### src/rtl/core/nonuniform_table_bilinear_interp_top_defines.svh
// ----------------------------------------------------------------------------
// Assertion macros shared by the table interpolator RTL
// Each macro expects clk_i and rst_ni in the enclosing module.
// ----------------------------------------------------------------------------
`ifndef NONUNIFORM_TABLE_BILINEAR_INTERP_TOP_DEFINES_SVH
`define NONUNIFORM_TABLE_BILINEAR_INTERP_TOP_DEFINES_SVH

// same-cycle implication
`define NTI_ASSERT_IMP(lbl, ante, cons, msg) \
  lbl: assert property (@(posedge clk_i) disable iff (!rst_ni) (ante) |-> (cons)) \
    else $error(msg);

// next-cycle implication
`define NTI_ASSERT_NXT(lbl, ante, cons, msg) \
  lbl: assert property (@(posedge clk_i) disable iff (!rst_ni) (ante) |=> (cons)) \
    else $error(msg);

`endif

### src/rtl/core/nti_pkg.sv
// ----------------------------------------------------------------------------
// nti_pkg
// Types, codes and sizes shared by the table interpolator modules.
// ----------------------------------------------------------------------------
package nti_pkg;

  localparam int NTI_MAX_ROWS   = 8;
  localparam int NTI_MAX_POINTS = 32;
  localparam int QUEUE_DEPTH    = 2;
  localparam int DIV_W          = 41;
  localparam int DEN_W          = 24;

  localparam logic [1:0] FN_CLEAR = 2'd0;
  localparam logic [1:0] FN_LOAD  = 2'd1;
  localparam logic [1:0] FN_QUERY = 2'd2;

  localparam logic [1:0] ST_OK     = 2'd0;
  localparam logic [1:0] ST_FULL   = 2'd1;
  localparam logic [1:0] ST_NODATA = 2'd2;
  localparam logic [1:0] ST_ZKEY   = 2'd3;

  typedef enum logic [2:0] {
    OP_NOP,
    OP_CLR,
    OP_LOAD,
    OP_QRY,
    OP_ZKEY
  } op_e;

  typedef struct packed {
    op_e                op;
    logic signed [15:0] alpha;
    logic [23:0]        reynolds;
    logic signed [15:0] coef;
  } item_t;

endpackage

### src/rtl/core/nti_queue.sv
// ----------------------------------------------------------------------------
// nti_queue
// Short FIFO between the command front and the table engine.
// ----------------------------------------------------------------------------
`include "nonuniform_table_bilinear_interp_top_defines.svh"

module nti_queue (
  input  logic           clk_i,
  input  logic           rst_ni,
  input  logic           push_i,
  input  nti_pkg::item_t item_i,
  output logic           full_o,
  input  logic           pop_i,
  output logic           valid_o,
  output nti_pkg::item_t item_o
);
  import nti_pkg::*;

  localparam int PtrW = (QUEUE_DEPTH > 1) ? $clog2(QUEUE_DEPTH) : 1;
  localparam int CntW = $clog2(QUEUE_DEPTH + 1);

  item_t            ent_q [QUEUE_DEPTH];
  logic [PtrW-1:0]  wp_q, rp_q;
  logic [CntW-1:0]  cnt_q;

  assign full_o  = (cnt_q == CntW'(QUEUE_DEPTH));
  assign valid_o = (cnt_q != '0);
  assign item_o  = ent_q[rp_q];

  always_ff @(posedge clk_i) begin
    if (push_i) begin
      ent_q[wp_q] <= item_i;
    end
  end

  always_ff @(posedge clk_i or negedge rst_ni) begin
    if (!rst_ni) begin
      wp_q  <= '0;
      rp_q  <= '0;
      cnt_q <= '0;
    end else begin
      if (push_i) begin
        wp_q <= (wp_q == PtrW'(QUEUE_DEPTH - 1)) ? '0 : wp_q + PtrW'(1);
      end
      if (pop_i) begin
        rp_q <= (rp_q == PtrW'(QUEUE_DEPTH - 1)) ? '0 : rp_q + PtrW'(1);
      end
      if (push_i && !pop_i) begin
        cnt_q <= cnt_q + CntW'(1);
      end else if (pop_i && !push_i) begin
        cnt_q <= cnt_q - CntW'(1);
      end
    end
  end

  `NTI_ASSERT_IMP(a_no_overflow, push_i, !full_o, "push into full queue")
  `NTI_ASSERT_IMP(a_no_underflow, pop_i, valid_o, "pop from empty queue")
  `NTI_ASSERT_NXT(a_push_shows, push_i && !pop_i, valid_o, "pushed item not visible")

endmodule

### config.mk
export PLATFORM = sky130hd
export DESIGN_NAME = nti_queue
export DESIGN_NICKNAME = d
export VERILOG_FILES = /design/src/rtl/core/nti_pkg.sv /design/src/rtl/core/nti_queue.sv
export VERILOG_INCLUDE_DIRS = /design/src /design/src/rtl/core
export SDC_FILE = /design/constraint.sdc
export NUM_CORES = 1
export LEC_CHECK = 0
export ABC_AREA = 1
export BUFFER_PORTS_ARGS = -buffer_cell sky130_fd_sc_hd__buf_4
export CORE_ASPECT_RATIO = 0.5
export CORE_MARGIN = 2
export CORE_UTILIZATION = 50
export DETAILED_ROUTE_END_ITERATION = 6
export GPL_TIMING_DRIVEN = 0
export PLACE_DENSITY = 0.81
export SYNTH_ARGS = -nofsm -noshare
export SYNTH_HDL_FRONTEND = slang
export SYNTH_SLANG_ARGS = --single-unit
export TNS_END_PERCENT = 20
### constraint.sdc
create_clock -name clk_i -period 4.3 [get_ports clk_i]
set_input_delay 1.075 -clock clk_i [delete_from_list [all_inputs] [get_ports clk_i]]
set_output_delay 1.075 -clock clk_i [all_outputs]
set_load 0.02 [all_outputs]
=== Word-level counts from Yosys, hierarchy flattened ===
Memory sizes are Yosys's and may differ from the RTL's.
Cells that the tools add are included.

* Add/subtract/negate cells: 4
* Equality and inequality tests: 1
* Muxes and demuxes: 6
* Reduce and logical (&&, ||, !) cells: 6

{| class="wikitable"
|+ Operators by type and width
! kind !! count
|-
| $mux 1 || 4
|-
| $mux 2 || 2
|-
| $reduce_bool 2->1 || 2
|-
| $add 1x1->1 const B || 2
|-
| $add 2x1->2 const B || 1
|-
| $eq 2x2->1 const B || 1
|-
| $logic_and 1x1->1 || 2
|-
| $logic_not 1->1 || 2
|-
| $sub 2x1->2 const B || 1
|}

* Flip-flop bits (word level): 4
* Bits in writable memories: 118
* Output and inout bits: 61
* Memories kept: 1

{| class="wikitable"
|+ Memories
! memory !! words !! width !! read ports !! clocked after memory_dff !! write ports !! RTL line !! source
|-
| ent_q || 2 || 59 || 1 || 0 || 1 || nti_queue.sv:22 || <nowiki>item_t ent_q [QUEUE_DEPTH];</nowiki>
|}

=== Logic depth before layout (Yosys ltp) ===
Gate-level depths: netlist of run 1.

* Word-level depth: 4
* Depth in mapped cells: 7
* Depth with buffers taken out: 7

=== Least setup slack after synthesis of run 1 ===
Ideal clock, no wire load.

* Path type: input -> register
* Start point: in push_i
* End point: mem ent_q[0][0] (netlist bit), enable pin
* Setup time: 0.478 ns
* Data arrival time: 3.590 ns
* Required time: 3.822 ns
* Slack: 0.232 ns
* Stages: 2
* Path buffers: 0
* Cell sequence: inv_1 nor2_1

* Cells in the longest elaborated chain, start to end: 2

{| class="wikitable"
|+ RTL lines
! item !! RTL line !! source
|-
| start, declared || nti_queue.sv:10 || <nowiki>input logic push_i,</nowiki>
|-
| $mux 1 || nti_queue.sv:31 || <nowiki>if (push_i) begin</nowiki>
|-
| $mux 1 (implied by the code) || nti_queue.sv:32 || <nowiki>ent_q[wp_q] <= item_i;</nowiki>
|-
| end, declared || nti_queue.sv:22 ||
|}

Every way passes these cells.

==> results of run 1 <==
worst register-to-register path: cells and delay by family, from the launching register on:
family | cells | cell delay, ns
and+or+nand+nor | 1 | 0.70
DFF | 1 | 0.43
buffers and inverters | 1 | 0.31
synth_stat cells:
cell	number	area, µm²
buf_12	6	120
buf_6	1	11.3
dfrtp_1	4	100
edfxtp_1	118	3540
ha_1	1	12.5
inv_1	7	26.3
mux2_4	59	886
nand2_1	6	22.5
nand3_1	1	5.00
nand4_1	1	6.26
nor2_1	2	7.51
xnor2_1	1	8.76
xor2_1	2	17.5
per-layer routing:
| layer | track usage, % | routed length, µm |
|---|---|---|
| met1 | 18.1 | 3300 |
| met2 | 31.2 | 4840 |
| met3 | 5.18 | 341 |
| met4 | 9.78 | 170 |
| met5 | 0 | 0 |
registers in the layout (all words and copies together) (netlist names):
register  count
ent_q       118
wp_q          1
cnt_q         2
rp_q          1
power by group through the flow:
stage          Sequential, mW  Combinational, mW  Clock, mW
2_1_floorplan            1.66               1.16          0
3_3_place_gp             1.68               1.65          0
3_5_place_dp             1.68               1.72          0
4_1_cts                  1.65               1.73       1.36
5_1_grt                  1.67               1.79       1.41
6_report                 1.65               1.71       1.34
through the flow:
step | cells | hold WS (ns)
after floorplan | 209 | 0.442
after global placement | 453 | 0.463
after global routing | 487 | 0.439
after detailed placement | 455 | 0.503
after CTS | 487 | 0.439
final | 487 | 0.457
how the worst min path moves through the flow:
stage	startpoint	depth (start not counted)	slack, ns	to
6_report	rst_ni	1	0.46	rp_q
5_1_grt	rst_ni	1	0.44	rp_q
4_1_cts	rst_ni	1	0.44	rp_q
3_5_place_dp	cnt_q[1]	2	0.50	cnt_q[1]
3_3_place_gp	cnt_q[1]	2	0.46	cnt_q[1]
2_1_floorplan	cnt_q[1]	2	0.44	cnt_q[1]
final cells by class:
type | instances | area, µm²
clock inverter | 12 | 126
tap | 121 | 151
multi-input combinational | 73 | 973
timing repair buffer | 125 | 963
buffer | 7 | 131
inverter | 7 | 26.3
sequential | 122 | 3640
clock buffer | 20 | 437
fill | 606 | 2900
cells by family (layout without fill, tap and decap cells):
logic type                 count (synthesis)  in the layout  share of synthesized area [%]
adders and majority gates                  1              1                          0.262
DFF                                      122            122                           76.4
and+or+nand+nor                           10             10                          0.866
muxes                                     59             59                           18.6
xor gates and xnor gates                   3              3                          0.551
buffers and inverters                     14            171                           3.31
==> results.md, run 1 <==
- Outcome: complete, no violations
- Power Dens Cells: 728 nW/µm²
- Worst Hold Class: in -> async
- Slowest stage delay, CP: 0.34 ns
- ANT cells: 0
- WP data required: 3.22 ns
- Routed WL: 8640 µm
- Unique masters post-synth: 13
- Fin area: 6450 µm²
- Port Buffers: 123
- Die Width: 142 µm
- DR iter-0 viols: 114
- Largest net degree at the start of global routing: 34
- WP data arrival: 1.56 ns
- Critical-path top delay cell: dfrtp_1
- # setup viols final: 0
- Post-Syn Area: 4770 µm²
- Drt drc: 0
- P_sw: 1.39 mW
- FP Rows: 25
- Clock transition at path regs: 0.05 ns
- RSZ-0062 raised after global routing: false
- First-pass GRT wire length: 12700 µm
- H-tree levels: 4
- Num Clock Sinks: 122
- Vias: 2377
- Worst-Margin Slew: 0.862 ns
- Syn nets: 273
- Post-synthesis cell count: 209
- Yosys warnings: 0
- Detailed placement HPWL: 5830 µm
- CTS resizes: 0
- Fmax: 0.380 GHz
- Initial Util: 51.0%
- Relative slew slack: 42.4%
- CTS root buffer: clkbuf_16
- Crit path kind: reg -> out
- Final WS setup: 1.67 ns
- Initial antenna violation count: 0
- Final Max Slew Viols: 0
- Die Ht: 73.0 µm
- Dpl cell area: 5890 µm²
- Clock power share: 28.5%
- Startpoint Class: register
- Util after Layout: 69.0%
- Share of cells above drive strength 1: 60.7%
- Total track usage: 17.1%
- Leakage: 2.65 nW
- Fin Setup TNS: 0 ns
- Number of post-CTS setup repair buffers: 0
- Worst skew pair latency: 0.41 ns
- Commonest cells after routing, fill and taps aside: buf_4, edfxtp_1, mux2_4
- Final critical path time including I/O delays and setup: 2.63 ns
- Fin. Hold Viols: 0
- I/O Pins: 124
- Reg-to-reg endpoint: ent_q[0][44]
- Combinational power share: 36.4%
- Number of hold buffers added after cts: 0
- Final Wtd Congestion: 0.751
- Worst Path Max Fanout: 10
- VDD IR-drop max: 585 µV
- R2r worst-path depth: 2
- Final ANT Viol Nets: 0
- Die ar.: 10400 µm²
- Worst setup EP type: output pin
- CTS tree: done
- Cts bufs inserted: 17
- Drt first pass iters: 4
- Tcrit/Tclk final: 61.3%
- Reg power frac: 35.2%
- Critical path depth in cells: 4
- Clock Tree Buf Depth: 2
- Synthesized area per cell: 22.8 µm²
- Worst setup startpoint: rp_q
- Grt total ovfl: 0
- Via density: 4.88
- Internal power: 3.30 mW
- CP cell instances: buf_6 > buf_12 > mux2_4 > buf_4
- Final Skew: 0.00811 ns
- Core box area: 9350 µm²
- Maxcap violations: 0
- Yosys reg bits: 122
- Commonest non-fill, non-tap cell in the layout: buf_4
- Register area share after synthesis: 76.4%
- Power, Total: 4.70 mW
- Sw Ratio: 29.6%
- Drt wl/cell: 17.7 µm
- Vias in the first global route: 2544
- Pre-CTS setup slack: 1.74 ns
- R2r setup slk: 2.54 ns
- Area Growth Syn to Fin: 35.4%
- R2R Path Start: wp_q
- Buf/Inv on CP: 3
- Worst setup path endpoint: item_o[17]
- Crit-path leading delay family: buffers and inverters
- Nets@finish: 417
Power figures use the tool's default switching activity.
==> run 2: changes to the inputs <==
--- a/config.mk
+++ b/config.mk
@@ -10,10 +10,10 @@
 export BUFFER_PORTS_ARGS = -buffer_cell sky130_fd_sc_hd__buf_4
 export CORE_ASPECT_RATIO = 0.5
 export CORE_MARGIN = 2
-export CORE_UTILIZATION = 50
+export CORE_UTILIZATION = 47
 export DETAILED_ROUTE_END_ITERATION = 6
 export GPL_TIMING_DRIVEN = 0
-export PLACE_DENSITY = 0.81
+export PLACE_DENSITY = 0.8
 export SYNTH_ARGS = -nofsm -noshare
 export SYNTH_HDL_FRONTEND = slang
 export SYNTH_SLANG_ARGS = --single-unit
==> constraint.sdc (replaced) <==
create_clock -name clk_i -period 2.4 [get_ports clk_i]
set_input_delay 0.6 -clock clk_i [delete_from_list [all_inputs] [get_ports clk_i]]
set_output_delay 0.6 -clock clk_i [all_outputs]
set_load 0.02 [all_outputs]
==> results.md, run 2 (same netlist as run 1, synthesis figures left out) <==
- Outcome: complete, no violations
- Area Growth Syn to Fin: 35.9%
- Clock transition at path regs: 0.05 ns
- ANT cells: 0
- Core box area: 9630 µm²
- Dpl cell area: 5910 µm²
- P_sw: 2.49 mW
- Nets@finish: 418
- Vias: 2364
- Crit path kind: reg -> out
- Fin Setup TNS: 0 ns
- Grt total ovfl: 0
- Relative slew slack: 39.2%
- Register area: 3640 µm²
- Power, Total: 8.40 mW
- WHS: 0.384 ns
- Clock power share: 28.3%
- Worst min-delay path startpoint: item_i[12]
- Total track usage: 15.8%
- Reg-to-reg endpoint: ent_q[0][25]
- Worst Hold Class: in -> reg
- Largest net degree at the start of global routing: 31
- Final Wtd Congestion: 0.689
- Final critical path time including I/O delays and setup: 2.16 ns
- Cts bufs inserted: 17
- Num Clock Sinks: 122
- CTS resizes: 0
- R2r setup slk: 0.62 ns
- Final Skew: 0.00687 ns
- CP cell instances: buf_6 > buf_12 > mux2_4 > buf_4
- Worst Hold End: ent_q[0][12]
- Drt first pass iters: 4
- Worst skew pair latency: 0.40 ns
- FP Rows: 25
- Fin. Hold Viols: 0
- Worst Path Max Fanout: 10
- Drt drc: 0
- Final ANT Viol Nets: 0
- Leakage: 2.66 nW
- Reg power frac: 35.2%
- R2r worst-path depth: 2
- Sw Ratio: 29.6%
- Via density: 4.71
- Power Dens Cells: 1300 nW/µm²
- Vias in the first global route: 2465
- Largest registers: ent_q x118, cnt_q x2
- Internal power: 5.91 mW
- Maxcap violations: 0
- Routed WL: 8650 µm
- VDD IR-drop max: 746 µV
- DR iter-0 viols: 154
- Detailed placement HPWL: 5950 µm
- RSZ-0062 raised after global routing: false
- Util after Layout: 67.2%
- WP data required: 1.80 ns
- Fin area: 6480 µm²
- Drt wl/cell: 17.2 µm
- R2R Path Start: wp_q
- Die Width: 146 µm
- # setup viols final: 0
- Max reg flops: 118
- Fillcell total: 661
- CTS tree: done
- Initial antenna violation count: 0
- Tcrit/Tclk final: 89.9%
- First-pass GRT wire length: 12600 µm
- Critical-path top delay cell: dfrtp_1
- H-tree levels: 4
- Fmax: 0.463 GHz
- Die ar.: 11000 µm²
- Biggest register: ent_q
- Clock Tree Buf Depth: 2
- Commonest non-fill, non-tap cell in the layout: buf_4
- Final Max Slew Viols: 0
- Slowest stage delay, CP: 0.33 ns
- Startpoint Class: register
- Commonest cells after routing, fill and taps aside: buf_4, edfxtp_1, mux2_4
- Worst setup EP type: output pin
- Share of cells above drive strength 1: 60.5%
- CTS root buffer: clkbuf_16
- WP data arrival: 1.56 ns
- Multi-input gate area: 973 µm²
- Die Ht: 75.2 µm
- Initial Util: 49.5%
- Port Buffers: 123
- I/O Pins: 124
- Combinational power share: 36.5%
- Worst-Margin Slew: 0.910 ns
- Min-Delay Path Depth: 1
run 2: cell count changes in the layout (fill, tap and decap cells not counted):
cell           delta
clkinv_1          +2
clkinvlp_4        -1
clkbuf_1          -2
clkinv_2          +1
dlygate4sd3_1     +1
run 2: area by class of cell:
type	count	share of cell area (%)
Clock inverter	14	2.03
Inverter	7	0.406
Buffer	7	2.03
Clock buffer	18	6.63
Multi-Input combinational cell	73	15.0
Sequential cell	122	56.2
Tap cell	135	2.61
Timing Repair Buffer	126	15.0
run 2: worst max-delay path: cells and delay by family (launching register included):
kind	cells	cell delay, ns
muxes	1	0.31
DFF	1	0.33
buffers and inverters	3	0.52
run 2: metal layers:
layer	share of wire, %	wire length [µm]	up-vias	GRT usage (%)
li1	-	-	1102	-
met1	39	3340	1200	17.1
met2	56	4890	55	30.3
met3	3.9	336	7	4.91
met4	1.0	87	0	6.15
met5	0	0	-	0
run 2: what timing repair did:
action                                 in CTS  in global routing
buffers inserted                            0                  0
hold buffers                                1                  0
endpoints found under the hold margin       4                  0
run 2: how the worst max path moves through the flow:
stage,from,to,slack (ns),cells past startpoint
finish,rp_q,item_o[5],0.24,4
global route,rp_q,item_o[31],0.19,4
CTS,rp_q,item_o[29],0.21,4
detailed placement,push_i,ent_q[0][28],0.28,4
global placement,push_i,ent_q[1][28],-0.44,3
floorplan,push_i,ent_q[1][0],0.19,2
run 2: power by group through the flow:
stage	registers, mW	clock network, mW	logic [mW]
floorplan	2.97	0	2.08
global placement	2.99	0	2.98
detailed placement	3.00	0	3.10
CTS	2.96	2.41	3.11
global route	3.00	2.50	3.21
finish	2.96	2.37	3.07
run 2: metrics by stage:
stage	instances	setup slack (ns)
final	502	0.242
after global routing	502	0.190
after CTS	502	0.213
after detailed placement	469	0.281
after global placement	467	-0.439
after floorplan	209	0.185
