## config.mk

```make
export PLATFORM = sky130hd
export DESIGN_NAME = nti_front
export DESIGN_NICKNAME = d
export VERILOG_FILES = /design/src/rtl/core/nonuniform_table_bilinear_interp_top_defines.svh /design/src/rtl/core/nti_pkg.sv /design/src/rtl/core/nti_front.sv
export SDC_FILE = /design/constraint.sdc
export NUM_CORES = 1
export LEC_CHECK = 0
export ABC_AREA = 1
export BUFFER_PORTS_ARGS = -buffer_cell sky130_fd_sc_hd__buf_2
export CAP_MARGIN = 10
export CORE_MARGIN = 5
export CORE_UTILIZATION = 24
export DETAILED_ROUTE_END_ITERATION = 8
export GPL_ROUTABILITY_DRIVEN = 0
export HOLD_SLACK_MARGIN = 0.12
export PLACE_DENSITY = 0.6
export SLEW_MARGIN = 20
export SYNTH_ARGS = -nofsm -noshare
export SYNTH_HDL_FRONTEND = slang
export SYNTH_SLANG_ARGS = --single-unit
export TNS_END_PERCENT = 50
```

## constraint.sdc

```tcl
create_clock -name clk_i -period 8.6 [get_ports clk_i]
set_clock_uncertainty 0.2 [all_clocks]
set_input_delay 1.29 -clock clk_i [delete_from_list [all_inputs] [get_ports clk_i]]
set_output_delay 1.29 -clock clk_i [all_outputs]
set_load 0.02 [all_outputs]
```

## src/rtl/core/nonuniform_table_bilinear_interp_top_defines.svh

```systemverilog
// ----------------------------------------------------------------------------
// Assertion macros shared by the table interpolator RTL
// Each macro expects clk_i and rst_ni in the enclosing module.
// ----------------------------------------------------------------------------
`ifndef NONUNIFORM_TABLE_BILINEAR_INTERP_TOP_DEFINES_SVH
`define NONUNIFORM_TABLE_BILINEAR_INTERP_TOP_DEFINES_SVH

// same-cycle implication
`define NTI_ASSERT_IMP(lbl, ante, cons, msg) \
  lbl: assert property (@(posedge clk_i) disable iff (!rst_ni) (ante) |-> (cons)) \
    else $error(msg);

// next-cycle implication
`define NTI_ASSERT_NXT(lbl, ante, cons, msg) \
  lbl: assert property (@(posedge clk_i) disable iff (!rst_ni) (ante) |=> (cons)) \
    else $error(msg);

`endif

```

## src/rtl/core/nti_pkg.sv

```systemverilog
// ----------------------------------------------------------------------------
// nti_pkg
// Types, codes and sizes shared by the table interpolator modules.
// ----------------------------------------------------------------------------
package nti_pkg;

  localparam int NTI_MAX_ROWS   = 8;
  localparam int NTI_MAX_POINTS = 32;
  localparam int QUEUE_DEPTH    = 2;
  localparam int DIV_W          = 41;
  localparam int DEN_W          = 24;

  localparam logic [1:0] FN_CLEAR = 2'd0;
  localparam logic [1:0] FN_LOAD  = 2'd1;
  localparam logic [1:0] FN_QUERY = 2'd2;

  localparam logic [1:0] ST_OK     = 2'd0;
  localparam logic [1:0] ST_FULL   = 2'd1;
  localparam logic [1:0] ST_NODATA = 2'd2;
  localparam logic [1:0] ST_ZKEY   = 2'd3;

  typedef enum logic [2:0] {
    OP_NOP,
    OP_CLR,
    OP_LOAD,
    OP_QRY,
    OP_ZKEY
  } op_e;

  typedef struct packed {
    op_e                op;
    logic signed [15:0] alpha;
    logic [23:0]        reynolds;
    logic signed [15:0] coef;
  } item_t;

endpackage

```

## src/rtl/core/nti_front.sv

```systemverilog
// ----------------------------------------------------------------------------
// nti_front
// Takes commands, classifies them and hands them to the work queue.
// ----------------------------------------------------------------------------
module nti_front (
  input  logic                clk_i,
  input  logic                rst_ni,
  input  logic                start_i,
  output logic                busy_o,
  input  logic [1:0]          func_i,
  input  logic signed [15:0]  alpha_i,
  input  logic [23:0]         reynolds_i,
  input  logic signed [15:0]  coef_in_i,
  input  logic                q_full_i,
  output logic                push_o,
  output nti_pkg::item_t      item_o
);
  import nti_pkg::*;

  logic  fv_q, fv_d;
  item_t fr_q, fr_d;
  op_e   op;
  logic  accept;

  always_comb begin
    case (func_i)
      FN_CLEAR: op = OP_CLR;
      FN_LOAD:  op = (reynolds_i == '0) ? OP_ZKEY : OP_LOAD;
      FN_QUERY: op = OP_QRY;
      default:  op = OP_NOP;
    endcase
  end

  assign push_o = fv_q & ~q_full_i;
  assign busy_o = fv_q & q_full_i;
  assign accept = start_i & ~busy_o;
  assign item_o = fr_q;

  always_comb begin
    fv_d = fv_q;
    fr_d = fr_q;
    if (accept) begin
      fv_d = 1'b1;
      fr_d = '{op: op, alpha: alpha_i, reynolds: reynolds_i, coef: coef_in_i};
    end else if (push_o) begin
      fv_d = 1'b0;
    end
  end

  always_ff @(posedge clk_i or negedge rst_ni) begin
    if (!rst_ni) begin
      fv_q <= 1'b0;
    end else begin
      fv_q <= fv_d;
    end
  end

  always_ff @(posedge clk_i) begin
    fr_q <= fr_d;
  end

endmodule

```

# ---- Word-level counts from Yosys, hierarchy flattened
# Index checks and enable logic that the tools add are counted.
dict set report totals {
  reg_bits 60
  output_inout_bits 61
}
dict set report classes {
  eq_ne 2
  muxes 4
  bitwise 5
  reduce_logical 3
}
# op count
set ops {}
lappend ops {{24-bit zero test} 1}
lappend ops {{3-bit one-hot mux with 3 select lines} 1}
lappend ops {{1-bit AND} 3}
lappend ops {{3-bit two-way mux} 1}
lappend ops {{2-bit by 1-bit == test with 1-bit output (second input constant)} 1}
lappend ops {{2-bit == test (second input constant)} 1}
lappend ops {{2-bit zero test} 1}
lappend ops {{1-bit two-way mux} 2}
lappend ops {{1-bit NOT} 2}
lappend ops {{2-bit nonzero test} 1}

# ---- Depth between registers and ports, before layout
# Gate-level depths: netlist of the first run.
dict set report logic_depth {
  depth_word 4
  ltp_mapped 6
}

# ---- Worst setup path before layout of the first run
# OpenSTA, ideal clock, no wires.
dict set report synth_path {
  path_kind {input port to flip-flop}
  startpoint {input port q_full_i}
  endpoint {register fr_q (netlist bit item_o[0]), enable pin}
  setup_ns 0.476
  arrival_time_ns 3.960
  path_slack_ns 3.963
  path_stages 3
  n_path_buf 0
  path_cell_list {nand2_1 > inv_1 > nor2_1}
}
dict set report synth_via {
  elab_chain_len 3
}
# item line
set synth_lines {}
lappend synth_lines {{from (decl)} nti_front.sv:14} ;# input logic q_full_i,
lappend synth_lines {{1-bit AND} nti_front.sv:35} ;# assign busy_o = fv_q & q_full_i;
lappend synth_lines {{named net busy_o} nti_front.sv:9} ;# output logic busy_o,
lappend synth_lines {{1-bit NOT} nti_front.sv:36} ;# assign accept = start_i & ~busy_o;
lappend synth_lines {{1-bit AND} nti_front.sv:36}
lappend synth_lines {{named net accept} nti_front.sv:23} ;# logic accept;
lappend synth_lines {{to (signal assigned)} nti_front.sv:59} ;# fr_q <= fr_d;
lappend synth_lines {{to (decl)} nti_front.sv:21} ;# item_t fr_q, fr_d;
# The timed path passes the listed nets, and every way through them passes these cells.
# A chain may end at the register's enable or synchronous reset.

# ---- Worst setup path in the final report of the first run
dict set report layout_path {
  startpoint {input port q_full_i}
  endpoint {output port busy_o}
}
dict set report layout_via {
  elab_chain_len 1
}
# item line
set layout_lines {}
lappend layout_lines {{1-bit AND} nti_front.sv:35}
lappend layout_lines {{to (decl)} nti_front.sv:9}
# Every way passes these cells.

==> metrics.yaml, run 1 <==
synth_fp_nets: 158
critPathRequiredTime_ns: 7.11
yosysWarnings: 0
start_util: 0.2489
drt_iter0_markers: 21
layout_common_cells: "122 x buf_2, 59 x edfxtp_1, 18 x nor2_1"
vdd_drop_max_v: 0.00006699
die-area_um2: 9949
finalWorstSetupSlack_ns: 5.376
io_pins: 123
grt_max_degree: 60
die_w_um: 99.75
hold_viol_final: 0
status: "finished clean"
drc: 0
fin_setup_tns_ns: 0
grt-ovfl-total: 0
area_growth_syn_to_layout_pct: 50.74
hold_class: "reg -> reg"
critPathArrivalTime_ns: 1.73
viasPerCell: 3.825
cts_hold_buf: 0
nets: 292
syn_area_um2: 1933
cts_max_path_buffers: 2
io_buffers: 122
routed_wl_um: 4889
drive_gt1_frac: 0.5915
fp.dieH_um: 99.75
reg2reg_slack_ns: 6.82
critPathCaptureType: "primary output"
max_freq_mhz: 310.2
maxSlewViolCount: 0
seq_area_frac_synth: 0.9294
antenna_found_initial: 0
start_kind: "primary input"
worst-path-max-fanout: 2
dpl_worst_slack_ns: 5.373
grt_pass1_vias: 1322
min_period_ns: 3.224
critPathKind: "in -> out"
antenna-diode-count: 0
max_slew_margin: 0.5281
via_count: 1289
cts_tree: "yes"
rsz0062_at_grt: "false"
cts_setup_buffers: 0
root_buffer: "clkbuf_8"
layout_commonest_cell: "buf_2"
numClockSinks: 60
synth_area_per_cell_um2: 20.14
clk_pin_slew_ns: 0.07
ctsResizeCount: 0
dp_hpwl_um: 3947
core_area_um2: 7767
final_core_util: 0.3752
leakage_nw: 1.252
max_cap_violations: 0
grt_pass1_wl_um: 6934
detail-route-antenna-nets: 0
worst_slew_pin_slew_ns: 0.7079
netlist_instances: 96
power.density_nw_per_um2: 236.6
cts-buffers-inserted: 9
ys_ff_latch: 60
htree_num_levels: 3
wl_per_cell_um: 14.51
finalCritPeriodShare: 0.3749
clk_latency_ns: 0.33
row_count: 32
setup_viol: 0
dr.pass1.iters: 3
synth.distinct_cells: 6
num-fill-cells: 760
grt_usage: 0.09639
worst max-delay path, stage by stage:
cell	delay (ns)
buf_2	0.08
nand2_1	0.07
inv_1	0.11
buf_2	0.18
cell families (layout without fill, tap and decap cells):
logic type / count (synthesis) / in the layout / share of synthesized area
simple gates: 31 / 31 / 0.06084
flops: 60 / 60 / 0.9294
buf+inv: 5 / 144 / 0.009710
metrics by stage:
step                instances  hold WS [ns]  instance area (um^2)  total power, W
floorplan                  96        0.2557                  1933       0.0003813
global placement          321        0.2740                  2686       0.0004142
detailed placement        321        0.2971                  2686       0.0004159
CTS                       337        0.3135                  2914       0.0007031
global route              337        0.3397                  2914       0.0007193
finish                    337        0.3075                  2914       0.0006894
synth_stat cells:
| cell | instances | area (um^2) |
|---|---|---|
| edfxtp_1 | 59 | 1772 |
| nor2_1 | 19 | 71.32 |
| nand2_1 | 11 | 41.29 |
| inv_1 | 5 | 18.77 |
| dfrtp_1 | 1 | 25.02 |
| nand3_1 | 1 | 5.000 |
layer usage:
layer	vias up	global-route usage	wire [um]
met5	-	0	0
met4	0	0.05042	65
met3	7	0.03857	561
met2	78	0.1344	2147
met1	590	0.1280	2115
li1	614	-	-
area by class of cell:
class / instances / area [um^2] / share of cell area
clock inverters: 4 / 72.57 / 0.02490
clock buffers: 12 / 155.1 / 0.05324
repair buffers: 123 / 618.1 / 0.2121
inverters: 5 / 18.77 / 0.006441
well taps: 102 / 127.6 / 0.04380
flip-flops and latches: 60 / 1797 / 0.6166
multi-input cells: 31 / 125.1 / 0.04294
final timing paths:
kind,from,end,cells past startpoint
worst max-delay path,q_full_i,busy_o,4
worst min-delay path,fv_q,fv_q,2
worst max register to register,fv_q,item_o[19],4
worst min register to register,fv_q,fv_q,2
max in group asynchronous,rst_ni,fv_q,1
min in group asynchronous,rst_ni,fv_q,1
state kept, by name (all words and copies together) (netlist names):
name    cells
fv_q        1
item_o     59
report_power, final:
group	internal, W	switching [W]	total, W
clock network	0.000179	0.000103	0.000282
logic	0.0000217	0.0000417	0.0000634
registers	0.000341	0.00000352	0.000344
(Power assumes the default switching activity.)
==> run 2, diff against run 1 <==
Clock period 8.6 ns to 3.2 ns, I/O delays scaled along.
==> run 2 against run 1 <==
Worst setup slack lost 4.0 ns. Clock power is 150% higher. Total power rose to 2.7 times the previous value. Sequential cell count did not move. Hold slack got worse by 0.16 ns. First-iteration DRC count grew 67%. Final cell count is 13% higher. Critical path depth unchanged. Wire length rose by 5.8%. Die area is the same. Via count rose by 12%.
==> metrics.yaml, run 2 (synthesized netlist as in run 1, its figures left out) <==
finalCritPeriodShare: 0.5658
max_slew_margin: 0.7241  # was 0.5281
setup_viol: 0  # unchanged
total_power_w: 0.001836  # was 0.0006894 W
wl_per_cell_um: 13.61  # was 14.51 um
via_count: 1445  # was 1,289
fin_setup_tns_ns: 0  # unchanged
r2r.worst_path.cells: 4  # unchanged
status: "finished clean"  # unchanged
row_count: 32  # unchanged
detail-route-antenna-nets: 0  # unchanged
core_area_um2: 7767  # unchanged
met2_usage: 0.1688  # was 0.1344
num-fill-cells: 736  # was 760
nets: 335  # was 292
layout_common_cells: "122 x buf_2, 59 x edfxtp_1, 42 x dlygate4sd3_1"  # was 122 x buf_2, 59 x edfxtp_1, 18 x nor2_1
hold_class: "in -> reg"  # was reg -> reg
critPathCaptureType: "flop"  # was primary output
hold_viol_final: 0  # unchanged
grt_pass1_wl_um: 7617  # was 6934 um
clk_pin_slew_ns: 0.06  # was 0.07 ns
clk_latency_ns: 0.33  # about the same
max_cap_violations: 0  # unchanged
min_period_ns: 1.811
layout_commonest_cell: "buf_2"  # unchanged
critPathRequiredTime_ns: 3.00  # was 7.11 ns
worst-path-max-fanout: 26  # was 2
worst_slew_pin_slew_ns: 0.4129  # was 0.7079 ns
area_growth_syn_to_layout_pct: 71.72  # was 50.74%
path_cells: "nand2_1, inv_1, nor2_4, buf_4"  # was buf_2, nand2_1, inv_1, buf_2
maxSlewViolCount: 0  # unchanged
cts_tree: "yes"  # unchanged
antenna-diode-count: 0  # unchanged
power.density_nw_per_um2: 553.2  # was 236.6 nW/um^2
vdd_drop_max_v: 0.0002214  # was 0.00006699 V
reg2reg_slack_ns: 1.39  # was 6.82 ns
drive_gt1_frac: 0.4964  # was 0.5915
start_kind: "flop"  # was primary input
viasPerCell: 3.803  # was 3.825
max_freq_mhz: 552.3
grt-ovfl-total: 0  # unchanged
fp.dieH_um: 99.75  # unchanged
leakage_nw: 1.425  # was 1.252 nW
io_buffers: 122  # unchanged
critPathLaunch: "fv_q"  # was q_full_i
critPathArrivalTime_ns: 1.61  # was 1.73 ns
cts_setup_buffers: 0  # unchanged
dp_hpwl_um: 3819  # was 3947 um
crit_slowest_cell: "dfrtp_1"  # was buf_2
drt_iter0_markers: 35  # was 21
holdPathStages: 1  # was 2
dr.pass1.iters: 3  # unchanged
r2r_end: "item_o[12]"  # was item_o[19]
grt_max_degree: 27  # was 60
drc: 0  # unchanged
grtUsageMet1: 0.1176  # was 0.1280
rsz0062_at_grt: "false"  # unchanged
routed_wl_um: 5171  # was 4889 um
rr_startpoint: "fv_q"  # unchanged
use_met3: 0.04839  # was 0.03857
critPathKind: "reg -> reg"  # was in -> out
start_util: 0.2489  # unchanged
endpoint: "item_o[12]"  # was busy_o
grt_usage: 0.1045  # was 0.09639
cts_max_path_buffers: 2  # unchanged
grt_pass1_vias: 1554  # was 1,322
cpPeakStageDelay_ns: 0.39  # was 0.18 ns
register_area_um2: 1797  # unchanged
largest_reg_flops: 59  # unchanged
io_pins: 123  # unchanged
root_buffer: "clkbuf_8"  # unchanged
grt-busiest-layer: "met2"  # unchanged
multi_input_area_um2: 125.1  # unchanged
cts-buffers-inserted: 9  # unchanged
htree_num_levels: 3  # unchanged
die-area_um2: 9949  # unchanged
die_w_um: 99.75  # unchanged
numClockSinks: 60  # unchanged
antenna_found_initial: 0  # unchanged
run 2: worst min path at each step:
stage / startpoint / endpoint / slack (ns)
6_report: alpha_i[10] / item_o[50] / 0.15
5_1_grt: alpha_i[10] / item_o[50] / 0.12
2_1_floorplan: rst_ni / fv_q / -0.02
3_5_place_dp: rst_ni / fv_q / 0.06
3_3_place_gp: rst_ni / fv_q / 0.06
4_1_cts: alpha_i[6] / item_o[46] / 0.12
run 2: layout make-up:
cell class	count	share of cell area
timing repair buffer	166	0.3151
multi-input combinational	31	0.03769
tap	102	0.03845
clock inverter	7	0.02450
inverter	5	0.005654
sequential	60	0.5413
clock buffer	9	0.03732
run 2: through the flow:
| step | setup slack (ns) | cell area [um^2] | std cells | utilization | hold slack [ns] |
|---|---|---|---|---|---|
| 5_1_grt | 1.279 | 3319 | 380 | 0.4274 | 0.1233 |
| 2_1_floorplan | 0.3630 | 1936 | 96 | - | -0.01559 |
| 3_3_place_gp | 1.174 | 2694 | 322 | 0.3468 | 0.05517 |
| 4_1_cts | 1.344 | 3309 | 379 | 0.4261 | 0.1208 |
| 6_report | 1.389 | 3319 | 380 | 0.4274 | 0.1456 |
| 3_5_place_dp | 1.138 | 2694 | 322 | 0.3468 | 0.06130 |
run 2: what timing repair did:
item	in CTS	in global routing
gates resized for setup	0	0
hold endpoints to repair	41	1
hold buffers	41	1
run 2: critical path, delay by kind of cell (launching register included):
| family | cells | cell delay (ns) |
|---|---|---|
| buffers and inverters | 2 | 0.46 |
| AND/OR/NAND/NOR | 2 | 0.42 |
| flip-flops | 1 | 0.39 |
run 2: layer usage:
layer / vias up / part of all wire
met1: 666 / 0.39
li1: 701 / -
met3: 4 / 0.12
met2: 74 / 0.48
met5: - / 0
met4: 0 / 0.0066
run 2: power by group:
group          internal (W)  switching (W)  leakage (nW)
registers          0.000915     0.00000997         0.573
clock network      0.000427       0.000273         0.105
logic             0.0000928       0.000117         0.746
==> run 3, diff against run 2 <==
Settings changed: ABC_AREA 1 to 0, PLACE_DENSITY 0.6 to 0.62.
Clock period 3.2 ns to 1.5 ns, I/O delays scaled along.
==> run 3 against run 2 <==
Synthesized cell count decreased by 20%. Wire length decreased by 2.3%. Final cell count decreased by 0.26%. Core utilization increased by 3.3 points. Register-to-register slack got worse by 1.3 ns. Critical path depth unchanged. Clock-buffer cell count increased by 3. Synthesized area decreased by 0.71%. Worst setup slack got worse by 1.4 ns. Clock power increased to 2.5 times the previous value.
==> metrics.yaml, run 3 <==
cts_hold_buf: 62  # was 41
core_area_um2: 7767  # unchanged
grt_pass1_wl_um: 7866  # was 7617 um
antenna_found_initial: 0  # unchanged
io_buffers: 122  # unchanged
dp_hpwl_um: 3622  # was 3819 um
synth_top_cell_by_area: "edfxtp_1"  # unchanged
critPathArrivalTime_ns: 1.29  # was 1.61 ns
critPathKind: "in -> reg"  # was reg -> reg
dr.pass1.iters: 4  # was 3
drive_gt1_frac: 0.5199  # was 0.4964
finalWorstSetupSlack_ns: 0.02315  # was 1.389 ns
power.density_nw_per_um2: 1189  # was 553.2 nW/um^2
numClockSinks: 60  # unchanged
total_power_w: 0.004253  # was 0.001836 W
root_buffer: "clkbuf_8"  # unchanged
io_pins: 123  # unchanged
seq_area_frac_synth: 0.9361  # was 0.9294
layout_common_cells: "120 x buf_2, 62 x dlygate4sd3_1, 59 x edfxtp_1"  # was 122 x buf_2, 59 x edfxtp_1, 42 x dlygate4sd3_1
final_cells: 379  # was 380
largest_reg_flops: 59  # unchanged
setup_viol: 0  # unchanged
grt_pass1_vias: 1647  # was 1,554
cts-buffers-inserted: 9  # unchanged
yosysMostFrequentCell: "edfxtp_1"  # unchanged
cts_setup_buffers: 0  # unchanged
cts_max_path_buffers: 2  # unchanged
synth_fp_nets: 139  # was 158
grt_max_degree: 36  # was 27
max_cap_violations: 0  # unchanged
grt_usage: 0.1032  # was 0.1045
synth_area_per_cell_um2: 24.93  # was 20.14 um^2
routed_wl_um: 5052  # was 5171 um
syn_area_um2: 1919  # was 1933 um^2
htree_num_levels: 3  # unchanged
yosys-top-cells-count: "59 x edfxtp_1, 2 x nor2b_1, 2 x nor3_1, 2 x nor4_1, 2 x nor4_2"  # was 59 x edfxtp_1, 19 x nor2_1, 11 x nand2_1
worst_slew_pin_slew_ns: 0.3735  # was 0.4129 ns
place_inst: 303  # was 322
antenna-diode-count: 0  # unchanged
async_reset_ff_frac: 0.01667  # unchanged
synth.distinct_cells: 15  # was 6
ys_ff_latch: 60  # unchanged
maxSlewViolCount: 0  # unchanged
critPathRequiredTime_ns: 1.32  # was 3.00 ns
dpl_worst_slack_ns: -0.06486  # was 1.138 ns
hold_class: "in -> reg"  # unchanged
drc: 0  # unchanged
vdd_drop_max_v: 0.0003640  # was 0.0002214 V
finalCritPeriodShare: 0.9846
leakage_nw: 1.488  # was 1.425 nW
status: "finished clean"  # unchanged
max_freq_mhz: 677.1
synth-main-ff-cell: "edfxtp_1"  # unchanged
row_count: 32  # unchanged
area_growth_syn_to_layout_pct: 86.31  # was 71.72%
num-fill-cells: 698  # was 736
yosysWarnings: 0  # unchanged
viasPerCell: 3.887  # was 3.803
critPathCaptureType: "flop"  # unchanged
start_util: 0.2471  # was 0.2489
nets: 334  # was 335
worst-path-max-fanout: 35  # was 26
detail-route-antenna-nets: 0  # unchanged
fp.dieH_um: 99.43  # was 99.75 um
cts_tree: "yes"  # unchanged
fin_setup_tns_ns: 0  # unchanged
synth_edf_count: 59  # unchanged
yosys-top-cells-area: "edfxtp_1 92%, dfrtp_1 1.3%, nor4_2 1.3%, nor4b_2 0.78%, nor2b_1 0.65%"  # was edfxtp_1 92%, nor2_1 3.7%, nand2_1 2.1%, dfrtp_1 1.3%, inv_1 0.97%
layout_commonest_cell: "buf_2"  # unchanged
synth_top_area_frac: 0.9231  # was 0.9165
die_w_um: 99.43  # was 99.75 um
netlist_instances: 77  # was 96
drt_iter0_markers: 16  # was 35
max_slew_margin: 0.7487  # was 0.7241
start_kind: "primary input"  # was flop
die-area_um2: 9885  # was 9949 um^2
clk_latency_ns: 0.32  # was 0.33 ns
min_period_ns: 1.477
grt-ovfl-total: 0  # unchanged
clk_pin_slew_ns: 0.06  # about the same
hold_viol_final: 0  # unchanged
via_count: 1473  # was 1,445
wl_per_cell_um: 13.33  # was 13.61 um
-- run 3: cell types whose count changed after synthesis, sizes merged, moves of 2 or more --
cell / delta
nor3: +2
nor4: +4
inv: -4
nor2: -18
nor2b: +2
nand2: -11
-- run 3: critical path, stage by stage --
cell           delay [ns]
dlygate4sd3_1        0.53
buf_2                0.11
nor2b_4              0.19
buf_12               0.22
-- run 3: layout make-up --
cell class              instances  area, um^2  share of cell area
well taps                     102       127.6             0.03569
clock inverters                 4       95.09             0.02659
repair buffers                184        1261              0.3527
multi-input cells              16       136.4             0.03814
clock buffers                  12       155.1             0.04339
flip-flops and latches         60        1797              0.5024
inverters                       1       3.754            0.001050
-- run 3: worst paths after layout --
kind	to	slack [ns]	from	cells after the start
setup reg to reg	item_o[2]	0.06	fv_q	3
hold reg to reg	fv_q	0.42	fv_q	2
min in group asynchronous	fv_q	0.54	rst_ni	3
setup / recovery	item_o[2]	0.02	start_i	4
hold / removal	fv_q	0.08	q_full_i	3
max in group asynchronous	fv_q	0.45	rst_ni	3
-- run 3: cell families after synthesis --
group	Yosys count	synth area share
flip-flops	60	0.9361
AND/OR/NAND/NOR	14	0.05345
AO/OA/AOI/OAI	1	0.003913
XOR/XNOR	1	0.004564
buffers and inverters	1	0.001954
-- run 3: metal layers --
layer / GRT usage / vias to the layer above / wire [um]
li1: - / 699 / -
met1: 0.1082 / 699 / 1894
met2: 0.1849 / 68 / 2642
met3: 0.03787 / 7 / 434
met4: 0.04412 / 0 / 81
met5: 0 / - / 0
-- run 3: power breakdown --
group	leakage, nW	switching, W	internal, W
combinational	0.788	0.000253	0.000244
clock	0.127	0.000588	0.00119
sequential	0.573	0.0000216	0.00195
-- run 3: stage by stage --
step / util / hold WS [ns] / instance area, um^2
floorplan: - / -0.2706 / 1929
global placement: 0.3486 / -0.1996 / 2708
detailed placement: 0.3486 / -0.1994 / 2708
CTS: 0.4607 / 0.05579 / 3578
global route: 0.4604 / 0.05992 / 3576
finish: 0.4604 / 0.08062 / 3576
-- run 3: timing repair --
| action | CTS | global route |
|---|---|---|
| hold endpoints to repair | 61 | 1 |
| setup endpoints to repair | 0 | 1 |
| gates resized for setup | 0 | 2 |
